`config.mk`:
```
export PLATFORM = sky130hd
export DESIGN_NAME = bcd_setpoint_panel_pwm_top
export DESIGN_NICKNAME = d
export VERILOG_FILES = /design/src/sv/sbp_pkg.sv /design/src/sv/sbp_regs.sv /design/src/sv/sbp_core.sv /design/src/sv/bcd_setpoint_panel_pwm_top.sv
export SDC_FILE = /design/constraint.sdc
export NUM_CORES = 1
export LEC_CHECK = 0
export BUFFER_PORTS_ARGS = -buffer_cell sky130_fd_sc_hd__buf_2
export CAP_MARGIN = 25
export CORE_ASPECT_RATIO = 1.1
export CORE_MARGIN = 2
export CORE_UTILIZATION = 40
export CTS_CLUSTER_DIAMETER = 200
export DETAILED_ROUTE_END_ITERATION = 7
export HOLD_SLACK_MARGIN = 0.02
export SKIP_LAST_GASP = 1
export SYNTH_ARGS = -nofsm -noshare
export SYNTH_HDL_FRONTEND = slang
export SYNTH_SLANG_ARGS = --single-unit
```
`constraint.sdc`:
```
create_clock -name clk -period 8.5 [get_ports clk]
set_input_delay 0.85 -clock clk [delete_from_list [all_inputs] [get_ports clk]]
set_output_delay 0.85 -clock clk [all_outputs]
set_load 0.01 [all_outputs]
```
`src/sv/sbp_pkg.sv`:
```
package sbp_pkg;

  // Fixed sizes of the panel
  localparam int NUM_DIGITS = 4;
  localparam int DIG_W      = 4;
  localparam int CUR_W      = 2;
  localparam int CNT_W      = 10;
  localparam int DUTY_W     = 14;
  localparam int BTN_W      = 4;
  localparam int SEG_W      = 8;

  // Button bit positions
  localparam int BTN_UP    = 0;
  localparam int BTN_DOWN  = 1;
  localparam int BTN_LEFT  = 2;
  localparam int BTN_RIGHT = 3;

  // Register reset values
  localparam logic [CNT_W-1:0] PWM_PERIOD_RST  = 10'd1000;
  localparam logic [CNT_W-1:0] BLINK_PERIOD_RST = 10'd1000;
  localparam logic [CNT_W-1:0] BLANK_FROM_RST  = 10'd500;

  // Largest BCD digit
  localparam logic [DIG_W-1:0] DIG_MAX = 4'd9;

  // Register indexes on the config port
  typedef enum logic [1:0] {
    REG_PWM_PERIOD   = 2'd0,
    REG_BLINK_PERIOD = 2'd1,
    REG_BLANK_FROM   = 2'd2,
    REG_NONE         = 2'd3
  } reg_idx_t;

  // Configuration as seen by the core
  typedef struct packed {
    logic [CNT_W-1:0] pwm_period;
    logic [CNT_W-1:0] blink_period;
    logic [CNT_W-1:0] blank_from;
  } cfg_t;

  // One result item
  typedef struct packed {
    logic [SEG_W-1:0]  segments;
    logic [BTN_W-1:0]  anodes;
    logic              pwm_level;
    logic              pulse_request;
    logic [DUTY_W-1:0] duty_value;
    logic [CUR_W-1:0]  cursor_position;
  } result_t;

  // Active-low seven-segment code, bit7 is the decimal point (off)
  function automatic logic [SEG_W-1:0] seg_decode(input logic [DIG_W-1:0] dig);
    logic [SEG_W-1:0] seg;
    case (dig)
      4'd0:    seg = 8'b1100_0000;
      4'd1:    seg = 8'b1111_1001;
      4'd2:    seg = 8'b1010_0100;
      4'd3:    seg = 8'b1011_0000;
      4'd4:    seg = 8'b1001_1001;
      4'd5:    seg = 8'b1001_0010;
      4'd6:    seg = 8'b1000_0010;
      4'd7:    seg = 8'b1111_1000;
      4'd8:    seg = 8'b1000_0000;
      4'd9:    seg = 8'b1001_1000;
      default: seg = 8'b1111_1111;
    endcase
    return seg;
  endfunction

  // Free-running counter step: wraps to zero at or above the period
  function automatic logic [CNT_W-1:0] cnt_advance(input logic [CNT_W-1:0] cnt,
                                                    input logic [CNT_W-1:0] period);
    logic [CNT_W:0] n;
    n = {1'b0, cnt} + {{CNT_W{1'b0}}, 1'b1};
    if (n >= {1'b0, period}) begin
      n = '0;
    end
    return n[CNT_W-1:0];
  endfunction

endpackage

```
`src/sv/sbp_regs.sv`:
```
module sbp_regs
  import sbp_pkg::*;
(
  input  logic        clk,
  input  logic        rst_n,
  input  logic        psel,
  input  logic        penable,
  input  logic        pwrite,
  input  logic [3:0]  paddr,
  input  logic [31:0] pwdata,
  output logic [31:0] prdata,
  output logic        pready,
  output cfg_t        cfg
);

  cfg_t     cfg_r;
  reg_idx_t idx;
  logic     wr_en;

  assign idx    = reg_idx_t'(paddr[3:2]);
  assign wr_en  = psel & penable & pwrite;
  assign pready = 1'b1;
  assign cfg    = cfg_r;

  // Register writes on the access phase
  always_ff @(posedge clk) begin
    if (!rst_n) begin
      cfg_r.pwm_period   <= PWM_PERIOD_RST;
      cfg_r.blink_period <= BLINK_PERIOD_RST;
      cfg_r.blank_from   <= BLANK_FROM_RST;
    end else if (wr_en) begin
      case (idx)
        REG_PWM_PERIOD:   cfg_r.pwm_period   <= pwdata[CNT_W-1:0];
        REG_BLINK_PERIOD: cfg_r.blink_period <= pwdata[CNT_W-1:0];
        REG_BLANK_FROM:   cfg_r.blank_from   <= pwdata[CNT_W-1:0];
        default: ;
      endcase
    end
  end

  // Read mux
  always_comb begin
    prdata = '0;
    case (idx)
      REG_PWM_PERIOD:   prdata = {{(32-CNT_W){1'b0}}, cfg_r.pwm_period};
      REG_BLINK_PERIOD: prdata = {{(32-CNT_W){1'b0}}, cfg_r.blink_period};
      REG_BLANK_FROM:   prdata = {{(32-CNT_W){1'b0}}, cfg_r.blank_from};
      default:          prdata = '0;
    endcase
  end

endmodule

```
`src/sv/sbp_core.sv`:
```
module sbp_core
  import sbp_pkg::*;
(
  input  logic             clk,
  input  logic             rst_n,
  input  logic             step,
  input  logic [BTN_W-1:0] buttons,
  input  logic             edit_mode,
  input  cfg_t             cfg,
  output result_t          res
);

  // Panel state
  logic [DIG_W-1:0]  dig_r [NUM_DIGITS];
  logic [DIG_W-1:0]  dig_nxt [NUM_DIGITS];
  logic [CUR_W-1:0]  cursor_r, cursor_nxt;
  logic [CUR_W-1:0]  scan_r, scan_nxt;
  logic [CNT_W-1:0]  blink_r, blink_nxt;
  logic [CNT_W-1:0]  pwm_cnt_r, pwm_cnt_nxt;
  logic [DUTY_W-1:0] duty_r, duty_nxt;
  logic [BTN_W-1:0]  hist_r, hist_nxt;

  logic [BTN_W-1:0]  rise;
  logic [DIG_W-1:0]  cur_dig, dig_up, dig_dn;
  logic [SEG_W-1:0]  seg;
  logic [BTN_W-1:0]  an;
  logic              pulse;

  always_comb begin
    rise = buttons & ~hist_r;

    // Display scan from start-of-tick state
    seg = seg_decode(dig_r[scan_r]);
    if (scan_r == CUR_W'(1)) begin
      seg[SEG_W-1] = ~seg[SEG_W-1];
    end
    blink_nxt = cnt_advance(blink_r, cfg.blink_period);
    if (blink_nxt >= cfg.blank_from && scan_r == cursor_r) begin
      an = '1;
    end else begin
      an = ~(BTN_W'(1) << scan_r);
    end
    scan_nxt = scan_r + CUR_W'(1);

    // PWM compare, then count
    pwm_cnt_nxt = cnt_advance(pwm_cnt_r, cfg.pwm_period);

    // Button handling
    cursor_nxt = cursor_r;
    for (int i = 0; i < NUM_DIGITS; i++) begin
      dig_nxt[i] = dig_r[i];
    end
    duty_nxt = duty_r;
    pulse    = 1'b0;
    cur_dig  = '0;
    dig_up   = '0;
    dig_dn   = '0;
    if (edit_mode) begin
      if (rise[BTN_LEFT]) begin
        cursor_nxt = cursor_nxt + CUR_W'(1);
      end
      if (rise[BTN_RIGHT]) begin
        cursor_nxt = cursor_nxt + CUR_W'(3);
      end
      cur_dig = dig_r[cursor_nxt];
      dig_up  = (rise[BTN_UP] && cur_dig < DIG_MAX) ? cur_dig + DIG_W'(1) : cur_dig;
      dig_dn  = (rise[BTN_DOWN] && dig_up != '0) ? dig_up - DIG_W'(1) : dig_up;
      dig_nxt[cursor_nxt] = dig_dn;
      // Duty is the four digits read as a decimal number
      duty_nxt = DUTY_W'(dig_nxt[0]) * DUTY_W'(1000)
               + DUTY_W'(dig_nxt[1]) * DUTY_W'(100)
               + DUTY_W'(dig_nxt[2]) * DUTY_W'(10)
               + DUTY_W'(dig_nxt[3]);
      hist_nxt = buttons;
    end else begin
      pulse    = rise[BTN_DOWN];
      hist_nxt = hist_r;
      hist_nxt[BTN_DOWN] = buttons[BTN_DOWN];
    end

    res.segments        = seg;
    res.anodes          = an;
    res.pwm_level       = ({{(DUTY_W-CNT_W){1'b0}}, pwm_cnt_r} < duty_r);
    res.pulse_request   = pulse;
    res.duty_value      = duty_nxt;
    res.cursor_position = cursor_nxt;
  end

  // State update once per accepted tick
  always_ff @(posedge clk) begin
    if (!rst_n) begin
      for (int i = 0; i < NUM_DIGITS; i++) begin
        dig_r[i] <= '0;
      end
      cursor_r  <= '0;
      scan_r    <= '0;
      blink_r   <= '0;
      pwm_cnt_r <= '0;
      duty_r    <= '0;
      hist_r    <= '0;
    end else if (step) begin
      for (int i = 0; i < NUM_DIGITS; i++) begin
        dig_r[i] <= dig_nxt[i];
      end
      cursor_r  <= cursor_nxt;
      scan_r    <= scan_nxt;
      blink_r   <= blink_nxt;
      pwm_cnt_r <= pwm_cnt_nxt;
      duty_r    <= duty_nxt;
      hist_r    <= hist_nxt;
    end
  end

endmodule

```
`src/sv/bcd_setpoint_panel_pwm_top.sv`:
```
// Channel  | Ports                                         | Handshake
// ---------+-----------------------------------------------+-------------------
// input    | in_buttons, in_edit_mode                      | in_valid / in_ready
// result   | out_segments .. out_cursor_position           | out_valid/out_ready
// config   | psel, penable, pwrite, paddr, pwdata, prdata  | APB, pready tied high
//
// One request per cycle sustained while the result is not stalled; a request
// passes the input register, then the result register. The tick logic between
// them updates the panel state. Reset (rst_n low, synchronous) clears the
// pipeline, panel state and loads the register defaults. A stalled result holds
// the pipeline; the input register still takes a request while it is empty or
// the result register is free or drains.
module bcd_setpoint_panel_pwm_top
  import sbp_pkg::*;
(
  input  logic              clk,
  input  logic              rst_n,
  input  logic              in_valid,
  output logic              in_ready,
  input  logic [BTN_W-1:0]  in_buttons,
  input  logic              in_edit_mode,
  output logic              out_valid,
  input  logic              out_ready,
  output logic [SEG_W-1:0]  out_segments,
  output logic [BTN_W-1:0]  out_anodes,
  output logic              out_pwm_level,
  output logic              out_pulse_request,
  output logic [DUTY_W-1:0] out_duty_value,
  output logic [CUR_W-1:0]  out_cursor_position,
  input  logic              psel,
  input  logic              penable,
  input  logic              pwrite,
  input  logic [3:0]        paddr,
  input  logic [31:0]       pwdata,
  output logic [31:0]       prdata,
  output logic              pready
);

  cfg_t             cfg;
  result_t          res, res_r;
  logic             in_vld_r, out_vld_r;
  logic [BTN_W-1:0] btn_r;
  logic             edit_r;
  logic             adv, step;

  // Pipeline moves when the result register is free or being taken
  assign adv      = ~out_vld_r | out_ready;
  assign step     = in_vld_r & adv;
  assign in_ready = ~in_vld_r | adv;

  sbp_regs u_regs (
    .clk     (clk),
    .rst_n   (rst_n),
    .psel    (psel),
    .penable (penable),
    .pwrite  (pwrite),
    .paddr   (paddr),
    .pwdata  (pwdata),
    .prdata  (prdata),
    .pready  (pready),
    .cfg     (cfg)
  );

  sbp_core u_core (
    .clk       (clk),
    .rst_n     (rst_n),
    .step      (step),
    .buttons   (btn_r),
    .edit_mode (edit_r),
    .cfg       (cfg),
    .res       (res)
  );

  // Input register
  always_ff @(posedge clk) begin
    if (!rst_n) begin
      in_vld_r <= 1'b0;
    end else if (in_ready) begin
      in_vld_r <= in_valid;
    end
  end

  always_ff @(posedge clk) begin
    if (in_valid && in_ready) begin
      btn_r  <= in_buttons;
      edit_r <= in_edit_mode;
    end
  end

  // Result register
  always_ff @(posedge clk) begin
    if (!rst_n) begin
      out_vld_r <= 1'b0;
    end else if (adv) begin
      out_vld_r <= in_vld_r;
    end
  end

  always_ff @(posedge clk) begin
    if (step) begin
      res_r <= res;
    end
  end

  assign out_valid           = out_vld_r;
  assign out_segments        = res_r.segments;
  assign out_anodes          = res_r.anodes;
  assign out_pwm_level       = res_r.pwm_level;
  assign out_pulse_request   = res_r.pulse_request;
  assign out_duty_value      = res_r.duty_value;
  assign out_cursor_position = res_r.cursor_position;

endmodule

```
### Word-level counts from Yosys, hierarchy flattened

Memory sizes are Yosys's and may differ from the RTL's. A register that Yosys moved wholly into a read port is not among the register bits.
Cells that the tools add are included.

* bitwise logic cells: 16
* $add $sub $neg: 10
* equal/unequal tests: 4
* $lt $le $gt $ge: 7
* muxes and demuxes: 26
* reductions and logical operators: 11
* div/mod/pow operators: 0
* shifts and indexed selects: 1
* multipliers: 3

Operator list (count)
* $pmux 10 s3: 1
* $mux 4: 7
* $add 10x1->11 const B: 2
* $ge 11x10->1: 2
* $mux 10: 2
* $bwmux 16: 1
* $mux 16: 1
* $add 14x11->14: 1
* $add 14x4->14: 1
* $add 14x8->14: 1
* $lt 10x14->1: 1
* $mux 14: 1
* $mux 2: 7
* $mul 4x7->11 const B: 1
* $ge 10x10->1: 1
* $mul 4x5->9 const B: 1
* $demux 4 s2: 1
* $not 4->4: 2
* $reduce_and 2->1: 4
* $mul 4x3->7 const B: 1
* $or 1x1->1: 6
* $logic_and 1x1->1: 5
* $mux 1: 5
* $add 2x1->2 const B: 2
* other kinds (17): 21

* bits in read-only memories: 112
* output and inout port bits: 65
* register bits: 109
* RAM bits: 16
* memories kept: 2
* logic and storage cells: 100
* bits in latches: 0

Memories
* (name not given): words 16, width 7, read ports 1, clocked after memory_dff 1, write ports 0, line sbp_pkg.sv:54 `case (dig)`
* u_core.dig_r: words 4, width 4, read ports 6, clocked after memory_dff 1, write ports 4, line sbp_core.sv:14 `logic [DIG_W-1:0] dig_r [NUM_DIGITS];`

### Depth between registers and ports, before layout

An unclocked memory read counts as a cell.

* word-level depth: 20
* mapped depth: 34
* gate-level depth less buffers: 32

### Hierarchy

From an unflattened synthesis, not the netlist that was laid out.

* cell total of the unflattened synthesis: 1045
* area, all modules: 9676.8 µm²

Modules (own cells, without submodules)
* sbp_core: cells each 819, seq. area each 1361.3 µm², area an instance 6915.4 µm², times used 1
* sbp_regs: cells each 182, seq. area each 600.6 µm², area an instance 1606.5 µm², times used 1
* bcd_setpoint_panel_pwm_top: cells each 44, seq. area each 1091.0 µm², area an instance 1154.9 µm², times used 1

### Worst setup path before layout

OpenSTA, ideal clock, no wires.

* path kind: register to register
* from: register btn_r[3]
* to: register res_r, in the netlist out_duty_value[13] (data pin)
* clock period less this slack: 7069 ps
* path buffers: 1
* arrival: 6808 ps
* setup slack: 1431 ps
* cell stages (with the launch flop): 30
* cell sequence: edfxtp_1 nand2b_1 buf_6 mux4_2 mux2i_1 mux2_4 inv_2 ha_1 nor2_1 o21ai_2 a221oi_4 nor2_2 mux2i_1 inv_1 ha_1 fa_1 inv_1 fa_1 inv_1 fa_1 ha_1 ha_1 a21boi_0 o21ai_0 a21oi_1 nor2b_1 o311ai_1 nor3_1 a211oi_1 nand2_1

RTL lines
* start: declaration: line bcd_setpoint_panel_pwm_top.sv:42 `logic [BTN_W-1:0] btn_r;`
* start signal: assignment: line bcd_setpoint_panel_pwm_top.sv:85 `btn_r <= in_buttons;`
* end signal: assignment: line bcd_setpoint_panel_pwm_top.sv:101 `res_r <= res;`
* end: declaration: line bcd_setpoint_panel_pwm_top.sv:40 `result_t res, res_r;`

==> metrics <==
Crit path largest cell delay=0.58 ns; RSZ-0062 raised after global routing=false; HPWL Detailed=around 16000 µm; antenna-violating nets left=0; Peak VDD IR=0.2088 mV; vias=7362; WHS Endpoint=u_core.duty_r[5]; Final Hold Vio Count=0; antenna cell count=0; Rel. slew slack=34.09%; Cell Area, Placed=roughly 0.01 mm²; top_reg_cell synth=dfxtp_1; Core Box Area=between 0.02 and 0.025 mm²; Post-synth EDFFs=approximately 50; vias in the first global route=between 7000 and 8000; share of cells above drive strength 1=approximately an eighth; post-synthesis cell type count=between 70 and 80; drt wl/cell=around 15 µm; gr usage total=between 10% and 20%; Period minus WS final=just under 8 ns; Routability Congestion=~0.84; Slowest cell on crit path=mux4_2; initial antenna violation count=0; Port Buffers=65; Nets=1264; drt drc=0; H-tree Lvls=4; final setup vio count=0; Yosys top cell by area=edfxtp_1; Starting Density=about two fifths; number of instances in the placed design=about 1400; Hold WC Path Type=reg -> reg; hold slack=around 0.47 ns; cell family with the largest share of critical-path delay=adder cells; Clk Latency, worst-skew pair=~0.43 ns; worst hold path startpoint=u_core.duty_r[5]; Async SR Flop Fraction=0%; P per Cell Area=283.0 mW/mm²; Setup CP Type=reg -> reg; worst r2r src=btn_r[3]; CTS Buf Count=17; Final Skew=around 0.0096 ns; Post-CTS Setup Bufs=0; Reg clk slew, reported paths=0.07 ns; Syn Area/Cell=9.063 µm²; worst slew pin tran=0.9783 ns; fin. max-slew vios=0; synth cell count leaders=147 x nand2_1, 103 x ha_1, 84 x inv_1, 76 x dfxtp_1, 57 x o21ai_0; reg2reg end=out_duty_value[13]; die width=roughly 150 µm; number of buffers and inverters on the critical path=4; wirelength, routed=~22000 µm; Die ar.=0.02481 mm²; crit end category=flop; drt pass-1 iters=5; top area cells in the synthesized netlist=edfxtp_1 16%, dfxtp_1 16%, ha_1 14%; Warnings, synthesis=0; Peak Freq=~130 MHz; sequential element share of the synthesized area=around 32%; Synth top area share=between 10% and 20%; total grt overflow=0; setup TNS=0 ns; Rows=slightly below 60; Critical Path RT=8.68 ns; Die Y=approximately 160 µm; Iteration-0 DRC Markers=between 300 and 400; Final period util=between 90 and 100%; post-synthesis sequential element count=between 100 and 150; # IOs=around 110; max-cap violation count=0; outcome=finished, final reports clean; CTS root buffer=clkbuf_16; CP most frequent cell=ha_1; crit start category=flop; post-CTS sizing=0; largest net degree at the start of global routing=between 70 and 80; clock sinks=127; R2R depth=29; Bufs on Longest Clock Path=2; Mapped Cells=~1000; crit path max fanout=8; final instance area=between 0.01 and 0.015 mm²; Final Non-Filler Cells=approximately 1400; cell area after synthesis=around 0.0094 mm²; Area Growth Syn to Fin=11.50%; CTS Hold Bufs=0; first-pass GRT wire length=35790 µm; Via-to-Cell Ratio=roughly 5.2; WHS Path Cells=2; top-count cell post-synth=nand2_1; Pwr Total=around 3000 µW; TritonCTS clock tree=done; Arr. time, crit path=roughly 8 ns; cell leakage power=0.004780 µW; register-to-register setup slack=around 0.74 ns
## where the power goes
group / internal [µW] / leakage, µW / switching, µW
combinational: 655 / 0.00340 / 840
sequential: 737 / 0.00111 / 30.7
clock: 387 / 0.000270 / 324
total: 1780 / 0.00478 / 1190
## final cells by class
class                           count  area [µm²]
Fill cell                        2215       12500
Multi-Input combinational cell    787        5787
Sequential cell                   127        3053
Clock buffer                       17       425.4
Timing Repair Buffer               75       400.4
Tap cell                          300       375.4
Inverter                           88       330.3
Clock inverter                     15       137.6
## tightest hold or removal path: cells and delay by family, from the launching register on
family / cells / cell delay [ns]
AO/OA/AOI/OAI: 1 / 0.06
flip-flops: 1 / 0.31
AND/OR/NAND/NOR: 1 / 0.04
## sequential cells by signal, summed over array words and instances (netlist names), 2 cells and up, named ones only
register	cells
out_anodes	4
out_duty_value	14
u_regs.cfg	30
btn_r	4
u_core.hist_r	4
u_core.dig_r	16
u_core.pwm_cnt_r	10
out_cursor_position	2
u_core.cursor_r	2
out_segments	8
u_core.duty_r	14
u_core.blink_r	10
u_core.scan_r	2
## worst max-delay path by stage
stage                         from            endpoint  slack, ns  cells past startpoint
after floorplan           btn_r[3]  out_duty_value[13]       1.43                     29
after global placement    btn_r[3]  out_duty_value[13]       0.88                     29
after detailed placement  btn_r[3]  out_duty_value[13]       0.80                     29
after CTS                 btn_r[3]  out_duty_value[13]       0.74                     29
after global routing      btn_r[3]  out_duty_value[13]       0.18                     29
final                     btn_r[3]  out_duty_value[13]       0.74                     29
## per-layer routing
layer  vias up  track usage (%)  part of all wire (%)
li1       3705                -                     -
met5         -                0                     0
met4         0            6.604                   2.6
met2       148            31.49                    49
met3        32            3.011                   3.2
met1      3477            23.23                    45
## placed cells by master (no fill, tap or decap), drive strengths merged, types with 23 or more instances in the layout
master  count
a21boi     29
a21oi      38
and2       25
buf        75
conb       23
dfxtp      76
edfxtp     51
ha        103
inv        98
mux2i      31
nand2     147
nor2       47
nor2b      25
o211ai     23
o21ai      64
xnor2      24
## stage by stage
step | util [%] | worst slack [ns]
floorplan | - | 1.431
global placement | 43.23 | 0.8847
detailed placement | 43.23 | 0.7988
CTS | 45.68 | 0.7417
global route | 45.68 | 0.1833
finish | 45.68 | 0.7405
## logic make-up after synthesis
group / after synthesis / share of synthesized area (%)
other: 2 / 0.07968
AOI/OAI and AO/OA: 227 / 16.10
buffers and inverters: 147 / 7.049
DFF: 127 / 32.39
muxes: 50 / 6.452
xor gates and xnor gates: 40 / 3.956
adders and majority gates: 120 / 17.28
and+or+nand+nor: 327 / 16.69
Power figures use the tool's default switching activity.
